[config.mk]
export PLATFORM = sky130hd
export DESIGN_NAME = popq_ctrl
export DESIGN_NICKNAME = d
export VERILOG_FILES = /design/src/design/popq_pkg.sv /design/src/design/popq_ctrl.sv
export SDC_FILE = /design/constraint.sdc
export NUM_CORES = 1
export LEC_CHECK = 0
export BUFFER_PORTS_ARGS = -buffer_cell sky130_fd_sc_hd__buf_2
export CORE_AREA = 2 2 48 83
export CTS_CLUSTER_DIAMETER = 30
export DETAILED_ROUTE_END_ITERATION = 6
export DIE_AREA = 0 0 50 85
export PLACE_DENSITY = 0.72
export SLEW_MARGIN = 20
export SYNTH_ARGS = -nofsm -noshare
export SYNTH_HDL_FRONTEND = slang
export SYNTH_SLANG_ARGS = --single-unit
export TNS_END_PERCENT = 1
[constraint.sdc]
create_clock -name clk -period 2.4 [get_ports clk]
set_input_delay 0.48 -clock clk [delete_from_list [all_inputs] [get_ports clk]]
set_output_delay 0.48 -clock clk [all_outputs]
set_load 0.05 [all_outputs]
[src/design/popq_pkg.sv]
// Shared constants, types and helper functions for the path oblivious priority queue.
package popq_pkg;

    // Tree shape and slot counts.
    localparam int LEVELS       = 10;
    localparam int LEAVES       = 1 << LEVELS;
    localparam int NODES        = 2 * LEAVES - 1;
    localparam int BUCKET_SLOTS = 4;
    localparam int ROOT_SLOTS   = 8;
    localparam int GATHER_MAX   = 2 * LEVELS * BUCKET_SLOTS + ROOT_SLOTS + 1;

    // Field and index widths.
    localparam int PRIO_W     = 31;
    localparam int LEAF_W     = LEVELS;
    localparam int NODE_W     = LEVELS + 1;
    localparam int DEPTH_W    = $clog2(LEVELS + 1);
    localparam int SLOT_W     = $clog2(ROOT_SLOTS + 1);
    localparam int ROOT_IDX_W = $clog2(ROOT_SLOTS);
    localparam int BKT_IDX_W  = $clog2(BUCKET_SLOTS);
    localparam int GIDX_W     = $clog2(GATHER_MAX + 1);
    localparam int USED_W     = 4;

    // Priority of an empty minimum.
    localparam logic [PRIO_W-1:0] PRIO_NONE = {PRIO_W{1'b1}};

    // One stored element: priority (zero marks an empty slot) and its leaf.
    typedef struct packed {
        logic [PRIO_W-1:0] prio;
        logic [LEAF_W-1:0] lf;
    } elem_t;

    // One bucket row holds all slots of a non-root node.
    typedef elem_t [BUCKET_SLOTS-1:0] row_t;

    // Command beat.
    typedef struct packed {
        logic              mode;
        logic [PRIO_W-1:0] priority_req;
        logic [LEAF_W-1:0] leaf;
        logic [LEAF_W-2:0] left_leaf;
        logic [LEAF_W-1:0] right_leaf;
    } in_t;

    // Result beat.
    typedef struct packed {
        logic [PRIO_W-1:0] min_priority;
        logic [LEAF_W-1:0] min_leaf;
        logic              empty_res;
        logic              overflow;
        logic [USED_W-1:0] root_count;
    } out_t;

    // Commands from the controller to the datapath.
    typedef struct packed {
        logic               load;
        logic               clr;
        logic [NODE_W-1:0]  clr_idx;
        logic [DEPTH_W-1:0] depth;
        logic               side;
        logic [SLOT_W-1:0]  slot;
        logic               bk_rd;
        logic               g_slot;
        logic               g_new;
        logic               r_begin;
        logic               sm_rd;
        logic               sm_right;
        logic               sm_ev;
        logic               sc_rd;
        logic               sc_chk;
        logic               wr_node;
        logic               fin;
    } cmd_t;

    // Status from the datapath to the controller.
    typedef struct packed {
        logic ext;
        logic scan_end;
    } st_t;

    // Node at a given depth on the path of a leaf (heap numbering, root 0).
    function automatic logic [NODE_W-1:0] node_of(input logic [LEAF_W-1:0] pl,
                                                  input logic [DEPTH_W-1:0] depth);
        logic [NODE_W-1:0] t;
        t = {1'b1, pl} >> (DEPTH_W'(LEVELS) - depth);
        return t - NODE_W'(1);
    endfunction

    // True when the node at this depth on the path of pl also lies on the path of lf.
    function automatic logic fits(input logic [LEAF_W-1:0] lf,
                                  input logic [LEAF_W-1:0] pl,
                                  input logic [DEPTH_W-1:0] depth);
        logic [LEAF_W-1:0] x;
        x = (lf ^ pl) >> (DEPTH_W'(LEVELS) - depth);
        return x == '0;
    endfunction

    // Slot count of the node at a depth.
    function automatic logic [SLOT_W-1:0] cap_of(input logic [DEPTH_W-1:0] depth);
        return (depth == '0) ? SLOT_W'(ROOT_SLOTS) : SLOT_W'(BUCKET_SLOTS);
    endfunction

endpackage

[src/design/popq_ctrl.sv]
// Controller: sequences clearing, path gathering and refilling for each command beat.
module popq_ctrl (
    input  logic            clk,
    input  logic            rst_n,
    input  logic            start,
    input  popq_pkg::st_t   st,
    output popq_pkg::cmd_t  cmd,
    output logic            busy
);
    import popq_pkg::*;

    typedef enum logic [3:0] {
        S_CLR, S_IDLE, S_GRD, S_GSLOT, S_GNEW, S_RBEG,
        S_SML, S_SMR, S_SME, S_SCRD, S_SCCK, S_RWR, S_DONE
    } state_t;

    state_t             state_reg, state_next;
    logic [DEPTH_W-1:0] depth_reg, depth_next;
    logic               side_reg, side_next;
    logic [SLOT_W-1:0]  slot_reg, slot_next;
    logic [NODE_W-1:0]  clr_reg, clr_next;

    logic               last_side;
    logic [DEPTH_W-1:0] adv_depth;
    logic               adv_side;
    logic [SLOT_W-1:0]  cap;

    // Route stepping: deepest first, alternating between the two insert paths; an extract steps along one path.
    always_comb
    begin
        cap       = cap_of(depth_reg);
        last_side = st.ext || side_reg;
        adv_depth = last_side ? depth_reg - DEPTH_W'(1) : depth_reg;
        adv_side  = !last_side;
    end

    // Next state and commands.
    always_comb
    begin
        state_next  = state_reg;
        depth_next  = depth_reg;
        side_next   = side_reg;
        slot_next   = slot_reg;
        clr_next    = clr_reg;
        cmd         = '0;
        cmd.depth   = depth_reg;
        cmd.side    = side_reg;
        cmd.slot    = slot_reg;
        cmd.clr_idx = clr_reg;
        case (state_reg)
            S_CLR:
            begin
                cmd.clr  = 1'b1;
                clr_next = clr_reg + NODE_W'(1);
                if (clr_reg == NODE_W'(NODES - 1))
                    state_next = S_IDLE;
            end
            S_IDLE:
            begin
                if (start)
                begin
                    cmd.load   = 1'b1;
                    depth_next = DEPTH_W'(LEVELS);
                    side_next  = 1'b0;
                    slot_next  = '0;
                    state_next = S_GRD;
                end
            end
            S_GRD:
            begin
                cmd.bk_rd  = 1'b1;
                slot_next  = '0;
                state_next = S_GSLOT;
            end
            S_GSLOT:
            begin
                cmd.g_slot = 1'b1;
                slot_next  = slot_reg + SLOT_W'(1);
                if (slot_reg == cap - SLOT_W'(1))
                begin
                    slot_next = '0;
                    if (depth_reg == '0)
                    begin
                        depth_next = DEPTH_W'(LEVELS);
                        side_next  = 1'b0;
                        state_next = st.ext ? S_RBEG : S_GNEW;
                    end
                    else
                    begin
                        depth_next = adv_depth;
                        side_next  = adv_side;
                        state_next = (adv_depth == '0) ? S_GSLOT : S_GRD;
                    end
                end
            end
            S_GNEW:
            begin
                cmd.g_new  = 1'b1;
                state_next = S_RBEG;
            end
            S_RBEG:
            begin
                cmd.r_begin = 1'b1;
                state_next  = (depth_reg == DEPTH_W'(LEVELS)) ? S_SCRD : S_SML;
            end
            S_SML:
            begin
                cmd.sm_rd  = 1'b1;
                state_next = S_SMR;
            end
            S_SMR:
            begin
                cmd.sm_ev    = 1'b1;
                cmd.sm_rd    = 1'b1;
                cmd.sm_right = 1'b1;
                state_next   = S_SME;
            end
            S_SME:
            begin
                cmd.sm_ev  = 1'b1;
                state_next = S_SCRD;
            end
            S_SCRD:
            begin
                if (st.scan_end)
                    state_next = S_RWR;
                else
                begin
                    cmd.sc_rd  = 1'b1;
                    state_next = S_SCCK;
                end
            end
            S_SCCK:
            begin
                cmd.sc_chk = 1'b1;
                state_next = S_SCRD;
            end
            S_RWR:
            begin
                cmd.wr_node = 1'b1;
                if (depth_reg == '0)
                    state_next = S_DONE;
                else
                begin
                    depth_next = adv_depth;
                    side_next  = adv_side;
                    state_next = S_RBEG;
                end
            end
            S_DONE:
            begin
                cmd.fin    = 1'b1;
                state_next = S_IDLE;
            end
            default:
            begin
                state_next = S_IDLE;
            end
        endcase
    end

    // State and counters.
    always_ff @(posedge clk or negedge rst_n)
    begin
        if (!rst_n)
        begin
            state_reg <= S_CLR;
            depth_reg <= '0;
            side_reg  <= 1'b0;
            slot_reg  <= '0;
            clr_reg   <= '0;
        end
        else
        begin
            state_reg <= state_next;
            depth_reg <= depth_next;
            side_reg  <= side_next;
            slot_reg  <= slot_next;
            clr_reg   <= clr_next;
        end
    end

    assign busy = (state_reg != S_IDLE);

endmodule

# Word level (Yosys, flattened, before mapping)
# Cells that the tools add are included.
dict set report word_totals {
  input_bits 5
  wordCells 82
  register_bits 24
  output_inout_bits 34
}
dict set report op_classes {
  eq_ne 20
  n_reduce_logical 13
  addsub 4
  muxes 40
}
# op n
set op_table {}
lappend op_table {{two-way mux 4 bit} 13}
lappend op_table {{one-hot mux 4 bit (11 select lines)} 1}
lappend op_table {{== test 4 bit, second input constant} 6}
lappend op_table {{one-hot mux 4 bit (3 select lines)} 2}
lappend op_table {{two-way mux 1 bit} 22}
lappend op_table {{== test 4 x 3 -> 1 bit, second input constant} 4}
lappend op_table {{logical NOT 4 bit} 3}
lappend op_table {{adder 11 x 1 -> 11 bit, second input constant} 1}
lappend op_table {{== test 11 bit, second input constant} 1}
lappend op_table {{== test 4 x 2 -> 1 bit, second input constant} 2}
lappend op_table {{inequality test 2 bit, second input constant} 4}
lappend op_table {{subtractor 4 x 1 -> 4 bit, second input constant} 2}
lappend op_table {{nonzero test 3 bit} 2}
lappend op_table {{OR reduction 2 bit} 3}
lappend op_table {{adder 4 x 1 -> 4 bit, second input constant} 1}
lappend op_table {{== test 4 x 1 -> 1 bit, second input constant} 1}
lappend op_table {{== test 4 bit} 1}
lappend op_table {{inequality test 4 x 1 -> 1 bit, second input constant} 1}
lappend op_table {{AND reduction 4 bit} 1}
lappend op_table {{two-way mux 3 bit} 1}
lappend op_table {{one-hot mux 1 bit (3 select lines)} 1}
lappend op_table {{AND reduction 3 bit} 1}
lappend op_table {{AND reduction 2 bit} 1}
lappend op_table {{logical NOT 1 bit} 1}
lappend op_table {{logical OR 1 bit} 1}

# Depth between registers and ports, before layout
# Gate-level depths: netlist of run 1.
dict set report logic_depth {
  depth_word 7
  mapped_depth 8
  mapped_depth_nobuf 7
}

# Least setup slack after synthesis of run 1
# OpenSTA, ideal clock, no wires.
dict set report synth_timing {
  kind {flip-flop to flip-flop}
  from {reg depth_reg[0]}
  to {reg slot_reg[2]}
  setup_slack_ps -103
  stages_incl_launch_ff 8
  setup_ps 87
  n_path_buf 0
  period_less_slack_ps 2503
  t_required_ps 2313
  t_arrival_ps 2416
  cell_sequence {dfrtp_1 > inv_1 > ha_1 > nor3b_4 > mux2i_1 > a21boi_4 > or4_1 > o211ai_1}
}
dict set report synth_via {
  elab_chain_cells 6
}
# element line_no
set synth_rtl {}
lappend synth_rtl {{from (decl)} popq_ctrl.sv:18} ;# logic [DEPTH_W-1:0] depth_reg, depth_next;
lappend synth_rtl {{from (signal assigned)} popq_ctrl.sv:176} ;# depth_reg <= depth_next;
lappend synth_rtl {{logical NOT 4 bit} popq_pkg.sv:99} ;# return (depth == '0) ? SLOT_W'(ROOT_SLOTS) : SLOT_W'(BUCKET_SLOTS);
lappend synth_rtl {{two-way mux 4 bit} popq_pkg.sv:99}
lappend synth_rtl {{subtractor 4 x 1 -> 4 bit} popq_ctrl.sv:79} ;# if (slot_reg == cap - SLOT_W'(1))
lappend synth_rtl {{== test 4 bit} popq_ctrl.sv:79}
lappend synth_rtl {{two-way mux 4 bit} popq_ctrl.sv:79}
lappend synth_rtl {{one-hot mux 4 bit (3 select lines)} popq_ctrl.sv:50} ;# case (state_reg)
lappend synth_rtl {{to (signal assigned)} popq_ctrl.sv:178} ;# slot_reg <= slot_next;
lappend synth_rtl {{to (decl)} popq_ctrl.sv:20} ;# logic [SLOT_W-1:0] slot_reg, slot_next;
# No other way between the ends.
# A chain may end at the register's enable or synchronous reset.

# Worst setup path after layout of run 1
dict set report layout_timing {
  from {reg depth_reg[0]}
  to {reg depth_reg[2]}
}
dict set report layout_via {
  elab_chain_cells 6
  word_cells_on_any_way 13
  classes_between {add/sub: 2; eq/ne: 3; mux: 6; reduce/logical: 2}
}
# element line_no
set layout_rtl {}
lappend layout_rtl {{logical NOT 4 bit} {popq_pkg.sv:99, popq_ctrl.sv:82, popq_ctrl.sv:141}}
lappend layout_rtl {{two-way mux 4 bit} popq_pkg.sv:99}
lappend layout_rtl {{subtractor 4 x 1 -> 4 bit} popq_ctrl.sv:79}
lappend layout_rtl {{== test 4 bit} popq_ctrl.sv:79}
lappend layout_rtl {{inequality test 2 bit (no line)} n/a}
lappend layout_rtl {{AND reduction 4 bit (no line)} n/a}
# Parallel ways exist; a longest one is shown, timed or not. The select of a mux whose other input is x is not followed.

==> results of run 1 <==
## kinds of logic (layout without fill, tap and decap cells)
kind of cell | Yosys count | count (layout) | synth area share [%]
muxes | 2 | 2 | 1.39
adders and majority gates | 5 | 5 | 4.10
xor gates and xnor gates | 12 | 12 | 6.88
buffers and inverters | 15 | 56 | 4.59
and+or+nand+nor | 75 | 75 | 27.8
DFF | 24 | 24 | 39.3
AOI/OAI and AO/OA | 33 | 33 | 15.9
## stage by stage
step / std cells / hold slack [ns] / worst slack, ns
floorplan: 166 / 0.184 / 0.0242
global placement: 248 / 0.482 / 0.144
detailed placement: 248 / 0.486 / 0.0601
CTS: 252 / 0.215 / 0.0387
global route: 253 / 0.221 / 0.0343
finish: 253 / 0.188 / 0.158
## per-layer routing
metal	up-vias	track usage (%)	share of wire (%)
met5	-	0	0
met4	0	7.07	2.2
met3	5	2.82	3.8
met2	28	30.7	52
met1	647	19.3	42
li1	666	-	-
## worst max path at each step
stage / end / depth (start not counted) / startpoint / slack [ns]
finish: depth_reg[2] / 9 / depth_reg[0] / 0.16
global route: depth_reg[2] / 9 / depth_reg[0] / 0.03
CTS: slot_reg[2] / 7 / depth_reg[0] / 0.04
detailed placement: slot_reg[2] / 7 / depth_reg[0] / 0.06
global placement: slot_reg[2] / 7 / depth_reg[0] / 0.14
floorplan: slot_reg[2] / 7 / depth_reg[0] / 0.02
## Yosys cell counts, types with 2 or more instances
cell	number	area share, %
dfrtp_1	24	39
nand2b_1	3	1.2
a31oi_1	2	0.82
nor2_1	17	4.2
o21ai_0	7	2.3
nand4_1	5	2.0
o211ai_1	2	0.98
buf_4	3	1.5
and3_1	2	0.82
nand2_1	20	4.9
ha_1	5	4.1
xnor2_1	10	5.7
o22ai_1	3	1.2
xor2_1	2	1.1
a211oi_1	2	0.98
nand3_1	7	2.3
a21oi_1	7	2.3
o31ai_1	2	0.98
inv_1	9	2.2
and4_1	2	1.1
buf_2	2	0.66
nor3_1	2	0.66
## report_power, final
part	internal, mW	total (mW)	switching [mW]	leakage, nW
registers	0.537	0.757	0.219	0.310
logic	0.583	1.85	1.27	0.550
clock network	0.118	0.241	0.123	0.0228
total	1.24	2.85	1.61	0.883
## final cells by class
type / instances / share of cell area [%]
Sequential cell: 24 / 33.1
Inverter: 10 / 2.06
Multi-Input combinational cell: 127 / 47.2
Timing Repair Buffer: 42 / 12.1
Tap cell: 46 / 3.16
Clock buffer: 4 / 2.47
==> impl_metrics.csv, run 1 <==
group,metric,value,unit
synthesis,ys_warn_count,0,
finish,n_fill_cell,360,
grt,grt_pass1_vias,1328,
worst_hold_path,hold_class,"in2async",
sta,slew_violations,0,
grt,grt_pass1_wl,5780,um
power_and_ir_drop,pwr_density_cell,1560,nW/um^2
setup_path,critical_path.max_stage_delay,0.47,ns
sta,relSlewSlack,64.5,%
setup_path,cp.required,2.54,ns
clock_network,clkSinkCount,24,
synthesis,synthCells,166,
floorplanning,dieHeight,85,um
clock_network,cts-root-buf,"clkbuf_8",
synthesis,synth.avg_cell_area,9.20,sq um
setup_path,crit_slowest_cell,"a2111oi_4",
sta,fin_skew,0.00642,ns
floorplanning,start_util,42.5,%
sta,setup-tns-final,0,ns
setup_path,reg2reg_to,"depth_reg[2]",
finish,antenna_cells,0,
grt,grt_use_total,17.1,%
synthesis,ys_seq_area_share,39.3,%
finish,drive_above_1_share,30.4,%
detailed_routing,wl,3470,um
setup_path,worstSetupEndpointType,"flop",
detailed_routing,drt-wirelength-per-cell,13.7,um
power_and_ir_drop,peakVddDrop,886,uV
setup_path,ff2ff_setup_slack,0.16,ns
synthesis,synth-edff-count,0,
synthesis,async_reset_ff_share,100,%
setup_path,path_delay_family,"compound AO/OA/AOI/OAI gates",
synthesis,synth_ff_type,"dfrtp_1",
finish,fin_area,1820,sq um
finish,area_delta_synth_final,19.4,%
sta,grt_setup_unrepaired,"false",
place,placed_cell_area,1770,sq um
detailed_routing,drt_iter0_drc,16,
clock_network,cts_max_level,1,
status,status,"finished clean",
clock_network,cts_hold_buffers,0,
grt,antenna_found_initial,0,
power_and_ir_drop,power,2.85,mW
synthesis,synth_nets,176,
grt,grt_overflow,0,
detailed_routing,firstDrtPassIters,4,
sta,min_period_over_period,93.4,%
sta,hold_viol_final,0,
finish,mostFrequentLayoutCell,"buf_2",
sta,setup_viol,0,
finish,multiInputGateArea,861,sq um
floorplanning,die_w,50,um
place,place.gp.congestion,0.860,
finish,regArea,603,sq um
sta,tightestPinTransition,0.532,ns
setup_path,crit_buf_inv,3,
setup_path,r2r_start,"depth_reg[0]",
setup_path,reg2regPathDepth,9,
floorplanning,io_pins,39,
clock_network,cts_buffer_depth,2,
floorplanning,die-area,4250,sq um
power_and_ir_drop,leakagePower,0.883,nW
detailed_routing,drc,0,
sta,fin_crit,2.24,ns
synthesis,synth-seq-cells,24,
clock_network,cts_resized,0,
clock_network,cts_tree,"done",
setup_path,critical_path_class,"reg2reg",
finish,largest_register_ffs,11,
finish,layout_common_cells,"buf_2, dfrtp_1, nand2_1, nor2_1, xnor2_1",
detailed_routing,vias,1346,
grt,grt_start_max_net_pins,25,
clock_network,post_cts_buffers,0,
floorplanning,core_area,3590,sq um
synthesis,yosys.cell_types.count,50,
setup_path,crit_top_cell,"buf_4",
clock_network,cts.clk_slew.worst_paths,0.09,ns
clock_network,clk_latency,0.26,ns
run,cap_violations,0,
setup_path,crit_arrival,2.38,ns
clock_network,cts_buffers,3,
setup_path,path_cells,"inv_1 > ha_1 > nor3b_4 > buf_4 > a2111oi_4 > o211ai_1 > buf_4 > o21ai_0 > o31ai_1",
finish,utilization,50.8,%
detailed_routing,viasPerCell,5.32,
setup_path,crit_fanout,6,
place,hpwl,2730,um
setup_path,cp-start-kind,"flop",
sta,fmaxAchievable,446,MHz
place,port_buffers,38,
detailed_routing,postRouteAntennaNets,0,
finish,nNetsFinal,218,
synthesis,synth_area,1530,sq um
floorplanning,row_count,29,
Note: power is estimated with default switching activity, not from simulation.
==> run 2: changes to the inputs <==
--- a/config.mk
+++ b/config.mk
@@ -5,12 +5,13 @@
 export SDC_FILE = /design/constraint.sdc
 export NUM_CORES = 1
 export LEC_CHECK = 0
+export ABC_AREA = 1
 export BUFFER_PORTS_ARGS = -buffer_cell sky130_fd_sc_hd__buf_2
-export CORE_AREA = 2 2 48 83
+export CORE_AREA = 2 2 47 82
 export CTS_CLUSTER_DIAMETER = 30
 export DETAILED_ROUTE_END_ITERATION = 6
-export DIE_AREA = 0 0 50 85
-export PLACE_DENSITY = 0.72
+export DIE_AREA = 0 0 49 84
+export PLACE_DENSITY = 0.74
 export SLEW_MARGIN = 20
 export SYNTH_ARGS = -nofsm -noshare
 export SYNTH_HDL_FRONTEND = slang
==> run 2 against run 1 <==
Die area down 3.2%. Synthesized cell count increased by 20%. Final area decreased by 0.82%. Clock power up 13%. Area after synthesis fell by 0.90%. Final cell count rose by 13%. Critical path type is now reg2out. Largest cell class unchanged.
==> impl_metrics.csv, run 2 <==
group,metric,value,unit
status,status,"finished clean",
synthesis,ys_warn_count,0,
sta,min_period_over_period,79.7,%
finish,area_delta_synth_final,19.5,%
power_and_ir_drop,swShare,58.5,%
worst_hold_path,hold_class,"in2async",
finish,mostFrequentLayoutCell,"nand2_1",
detailed_routing,drt-wirelength-per-cell,11.4,um
synthesis,yosys.cell_types.count,29,
grt,grt_start_max_net_pins,25,
grt,grt_use_total,16.9,%
grt,grt_pass1_vias,1325,
clock_network,clk_latency,0.26,ns
power_and_ir_drop,seqPwrFrac,25.7,%
power_and_ir_drop,peakVddDrop,951,uV
detailed_routing,firstDrtPassIters,4,
clock_network,clkSinkCount,24,
setup_path,cp-start-kind,"flop",
floorplanning,start_util,43.0,%
power_and_ir_drop,clockPowerShare,9.9,%
clock_network,cts.clk_slew.worst_paths,0.09,ns
clock_network,cts_buffer_depth,2,
grt,grt_pass1_wl,5480,um
synthesis,synth_nets,210,
finish,antenna_cells,0,
detailed_routing,drc,0,
sta,setup-tns-final,0,ns
sta,slew_violations,0,
finish,largest_register_ffs,11,
floorplanning,die_w,49,um
run,cap_violations,0,
synthesis,synth-edff-count,0,
floorplanning,dieHeight,84,um
clock_network,cts_tree,"done",
detailed_routing,vias,1382,
finish,nNetsFinal,252,
place,hpwl,2700,um
grt,grt_overflow,0,
clock_network,cts-root-buf,"clkbuf_8",
finish,layout_common_cells,"nand2_1, buf_2, nor2_1, dfrtp_1, inv_1",
synthesis,yosysTopAreaCell,"dfrtp_1",
sta,tightestPinTransition,0.539,ns
power_and_ir_drop,pwr_density_cell,1520,nW/um^2
synthesis,synth_most_common_cell,"nand2_1",
synthesis,yosys-top-cells-count,"nand2_1, nor2_1, dfrtp_1",
sta,grt_setup_unrepaired,"false",
power_and_ir_drop,netSwitchingPower,1.60,mW
power_and_ir_drop,p_int,1.14,mW
synthesis,synthCells,200,
power_and_ir_drop,p_comb_share,64.4,%
synthesis,synth-seq-cells,24,
synthesis,synth_ff_type,"dfrtp_1",
finish,fin_area,1810,sq um
synthesis,synth_area,1510,sq um
clock_network,cts_hold_buffers,0,
floorplanning,row_count,29,
setup_path,reg2regPathDepth,9,
grt,antenna_found_initial,0,
synthesis,synth.avg_cell_area,7.57,sq um
setup_path,crit_fanout,8,
clock_network,cts_buffers,3,
clock_network,cts_max_level,1,
setup_path,critical_path_class,"reg2out",
synthesis,ys_seq_area_share,39.7,%
sta,fin_crit,1.91,ns
setup_path,worstSetupEndpointType,"output port",
setup_path,crit_arrival,1.43,ns
clock_network,cts_resized,0,
sta,setup_viol,0,
place,placed_cell_area,1750,sq um
setup_path,r2r_start,"depth_reg[0]",
sta,hold_viol_final,0,
sta,fmaxAchievable,523,MHz
clock_network,post_cts_buffers,0,
detailed_routing,postRouteAntennaNets,0,
setup_path,cp.required,1.92,ns
finish,drive_above_1_share,27.8,%
synthesis,yosys-top-cells-area,"dfrtp_1, nand2_1, nor2_1",
sta,relSlewSlack,64.0,%
floorplanning,die-area,4120,sq um
detailed_routing,viasPerCell,4.82,
floorplanning,core_area,3520,sq um
synthesis,synth_top_area_share,39.7,%
synthesis,async_reset_ff_share,100,%
floorplanning,io_pins,39,
place,port_buffers,38,
detailed_routing,wl,3280,um
place,place.gp.congestion,0.841,
power_and_ir_drop,leakagePower,0.990,nW
setup_path,ff2ff_setup_slack,0.71,ns
setup_path,reg2reg_to,"state_reg[2]",
detailed_routing,drt_iter0_drc,17,
sta,fin_skew,0.00462,ns
## run 2: cell types whose count changed after synthesis, sizes merged, moves of 3 or more
cell,before,now
xor2,2,9
a21oi,8,3
inv,9,27
xnor2,10,3
nand2,20,49
o21ai,8,11
buf,5,1
nand3,8,11
nand2b,3,0
nor2,18,42
nand4,5,2
## run 2: power groups by stage
stage	combinational, mW	clock, mW	sequential (mW)
4_1_cts	1.78	0.278	0.706
5_1_grt	1.93	0.299	0.727
3_3_place_gp	1.75	0	0.709
6_report	1.77	0.272	0.705
2_1_floorplan	1.10	0	1.00
3_5_place_dp	1.77	0	0.713
## run 2: layout make-up
class | count | area [sq um]
Fill cell | 361 | 1710
Multi-Input combinational cell | 148 | 805
Sequential cell | 24 | 601
Timing Repair Buffer | 38 | 190
Inverter | 27 | 101
Tap cell | 46 | 57.6
Clock buffer | 4 | 55.1
## run 2: worst max-delay path by stage
| stage | start | endpoint | slack [ns] | cells after the start |
|---|---|---|---|---|
| global route | state_reg[0] | cmd[0] | 0.38 | 4 |
| finish | state_reg[0] | cmd[31] | 0.49 | 4 |
| global placement | depth_reg[0] | state_reg[2] | 0.77 | 9 |
| floorplan | state_reg[0] | cmd[0] | 0.21 | 3 |
| detailed placement | depth_reg[0] | state_reg[2] | 0.72 | 9 |
| CTS | state_reg[3] | cmd[7] | 0.49 | 4 |
## run 2: per-layer routing
metal,part of all wire (%),track usage (%),routed length (um)
met2,55,32.1,1800
met1,40,17.8,1300
met4,2.1,8.31,70
met5,0,0,0
met3,3.2,1.61,106
## run 2: critical path: stages (launching register included)
cell	delay [ns]
dfrtp_1	0.45
nor2_2	0.20
nand2_2	0.18
inv_1	0.08
buf_2	0.25
## run 2: kinds of logic after synthesis
kind of cell	Yosys count	share of synthesized area (%)
AO/OA/AOI/OAI	19	7.11
XOR/XNOR	12	6.94
adder cells (fa/ha/maj)	5	4.13
buffers and inverters	28	7.19
flip-flops	24	39.7
AND/OR/NAND/NOR	112	35.0
## run 2: through the flow
stage / std cells / worst slack (ns) / power, mW / hold slack [ns] / utilization (%)
after global routing: 287 / 0.384 / 2.95 / 0.225 / 51.4
after floorplan: 200 / 0.215 / 2.11 / 0.184 / -
final: 287 / 0.486 / 2.74 / 0.185 / 51.4
after CTS: 287 / 0.485 / 2.76 / 0.205 / 51.4
after detailed placement: 283 / 0.715 / 2.49 / 0.482 / 49.8
after global placement: 283 / 0.765 / 2.46 / 0.478 / 49.8
==> run 3: changes to the inputs <==
--- a/config.mk
+++ b/config.mk
@@ -11,7 +11,7 @@
 export CTS_CLUSTER_DIAMETER = 30
 export DETAILED_ROUTE_END_ITERATION = 6
 export DIE_AREA = 0 0 49 84
-export PLACE_DENSITY = 0.74
+export PLACE_DENSITY = 0.71
 export SLEW_MARGIN = 20
 export SYNTH_ARGS = -nofsm -noshare
 export SYNTH_HDL_FRONTEND = slang
==> constraint.sdc (replaced) <==
create_clock -name clk -period 1.95 [get_ports clk]
set_input_delay 0.39 -clock clk [delete_from_list [all_inputs] [get_ports clk]]
set_output_delay 0.39 -clock clk [all_outputs]
set_load 0.05 [all_outputs]
==> run 3 against run 2 <==
Combinational power increased by 23%. Setup slack got worse by 0.37 ns. Sequential power increased by 24%. Critical endpoint unchanged. Largest power group unchanged. Highest routed layer unchanged.
==> impl_metrics.csv, run 3 (synthesized netlist as in run 2, its figures left out) <==
group,metric,value,unit
status,status,"finished clean",
grt,grt_overflow,0,
finish,n_fill_cell,365,
detailed_routing,drc,0,
run,cap_violations,0,
finish,regArea,601,sq um
finish,area_delta_synth_final,19.8,%
clock_network,clk_latency,0.26,ns
setup_path,crit_fanout,8,
setup_path,worstSetupEndpointType,"output port",
detailed_routing,viasPerCell,4.84,
sta,hold_viol_final,0,
detailed_routing,postRouteAntennaNets,0,
grt,antenna_found_initial,0,
finish,mostFrequentLayoutCell,"nand2_1",
sta,relSlewSlack,63.9,%
finish,fin_cells,287,
clock_network,post_cts_buffers,0,
finish,antenna_cells,0,
clock_network,clkSinkCount,24,
clock_network,cts-root-buf,"clkbuf_8",
grt,grt_pass1_vias,1274,
grt,grt_pass1_wl,5820,um
sta,grt_setup_unrepaired,"false",
setup_path,cp.required,1.56,ns
floorplanning,start_util,43.0,%
place,place.gp.congestion,0.923,
floorplanning,io_pins,39,
clock_network,cts_buffer_depth,2,
setup_path,cp-start-kind,"flop",
clock_network,cts_tree,"done",
floorplanning,row_count,29,
place,dp.cells,283,
sta,setup_viol,0,
power_and_ir_drop,leakagePower,0.990,nW
detailed_routing,drt-wirelength-per-cell,11.9,um
clock_network,cts_hold_buffers,0,
worst_hold_path,hold_class,"in2async",
sta,slew_violations,0,
detailed_routing,vias,1390,
detailed_routing,firstDrtPassIters,4,
detailed_routing,wl,3420,um
detailed_routing,drt_iter0_drc,52,
setup_path,crit_arrival,1.44,ns
floorplanning,dieHeight,84,um
floorplanning,die_w,49,um
floorplanning,die-area,4120,sq um
setup_path,critical_path_class,"reg2out",
sta,setup-tns-final,0,ns
sta,min_period_over_period,94.0,%
clock_network,cts_resized,0,
finish,utilization,51.5,%
grt,grt_use_total,18.0,%
sta,fin_skew,0.00230,ns
sta,holdWs,0.0979,ns
finish,layout_common_cells,"nand2_1, buf_2, nor2_1, dfrtp_1, inv_1",
finish,largest_register_ffs,11,
clock_network,cts_max_level,1,
floorplanning,core_area,3520,sq um
grt,grt_start_max_net_pins,25,
finish,nNetsFinal,252,
power_and_ir_drop,peakVddDrop,1080,uV
sta,fmaxAchievable,546,MHz
place,hpwl,2800,um
sta,tightestPinTransition,0.541,ns
sta,fin_crit,1.83,ns
clock_network,cts_buffers,3,
finish,drive_above_1_share,28.2,%
clock_network,cts.clk_slew.worst_paths,0.08,ns
power_and_ir_drop,pwr_density_cell,1860,nW/um^2
place,port_buffers,38,
finish,multiInputGateArea,810,sq um
==> run 3: area by class of cell <==
| cell class | count | area share [%] |
|---|---|---|
| clock buffer | 4 | 3.03 |
| timing repair buffer | 38 | 10.5 |
| tap | 46 | 3.17 |
| multi-input combinational | 148 | 44.6 |
| sequential | 24 | 33.1 |
| inverter | 27 | 5.59 |
==> run 3: path summary, 6_finish.rpt <==
kind / from / endpoint / slack (ns) / cells after the start
max reg2reg: depth_reg[0] / state_reg[0] / 0.31 / 10
max: state_reg[0] / cmd[31] / 0.12 / 4
min reg2reg: clr_reg[10] / clr_reg[10] / 0.49 / 1
min in group clk: st[1] / side_reg / 0.48 / 4
max in group asynchronous: rst_n / clr_reg[5] / 1.49 / 1
min: rst_n / state_reg[0] / 0.1 / 1
==> run 3: per-layer routing <==
| metal | track usage [%] | wire [um] | up-vias |
|---|---|---|---|
| met5 | 0 | 0 | - |
| met4 | 8.57 | 87 | 0 |
| met3 | 1.25 | 121 | 8 |
| met2 | 31.6 | 1890 | 36 |
| met1 | 21.8 | 1320 | 630 |
| li1 | - | - | 716 |
==> run 3: through the flow <==
stage	total power, mW	setup slack [ns]	instance area [sq um]
finish	3.38	0.118	1810
global route	3.65	0.0351	1810
global placement	3.05	0.349	1760
floorplan	2.60	-0.134	1520
detailed placement	3.07	0.322	1760
CTS	3.42	0.103	1810
==> run 3: report_power, final <==
group	switching, mW	leakage (nW)	internal (mW)
Combinational	1.61	0.647	0.562
Sequential	0.211	0.315	0.660
Clock	0.155	0.0288	0.180
==> run 3: critical path, stage by stage, from the launching register on <==
cell     delay, ns
dfrtp_1       0.46
nor2_2        0.20
nand2_2       0.19
inv_1         0.08
buf_2         0.25
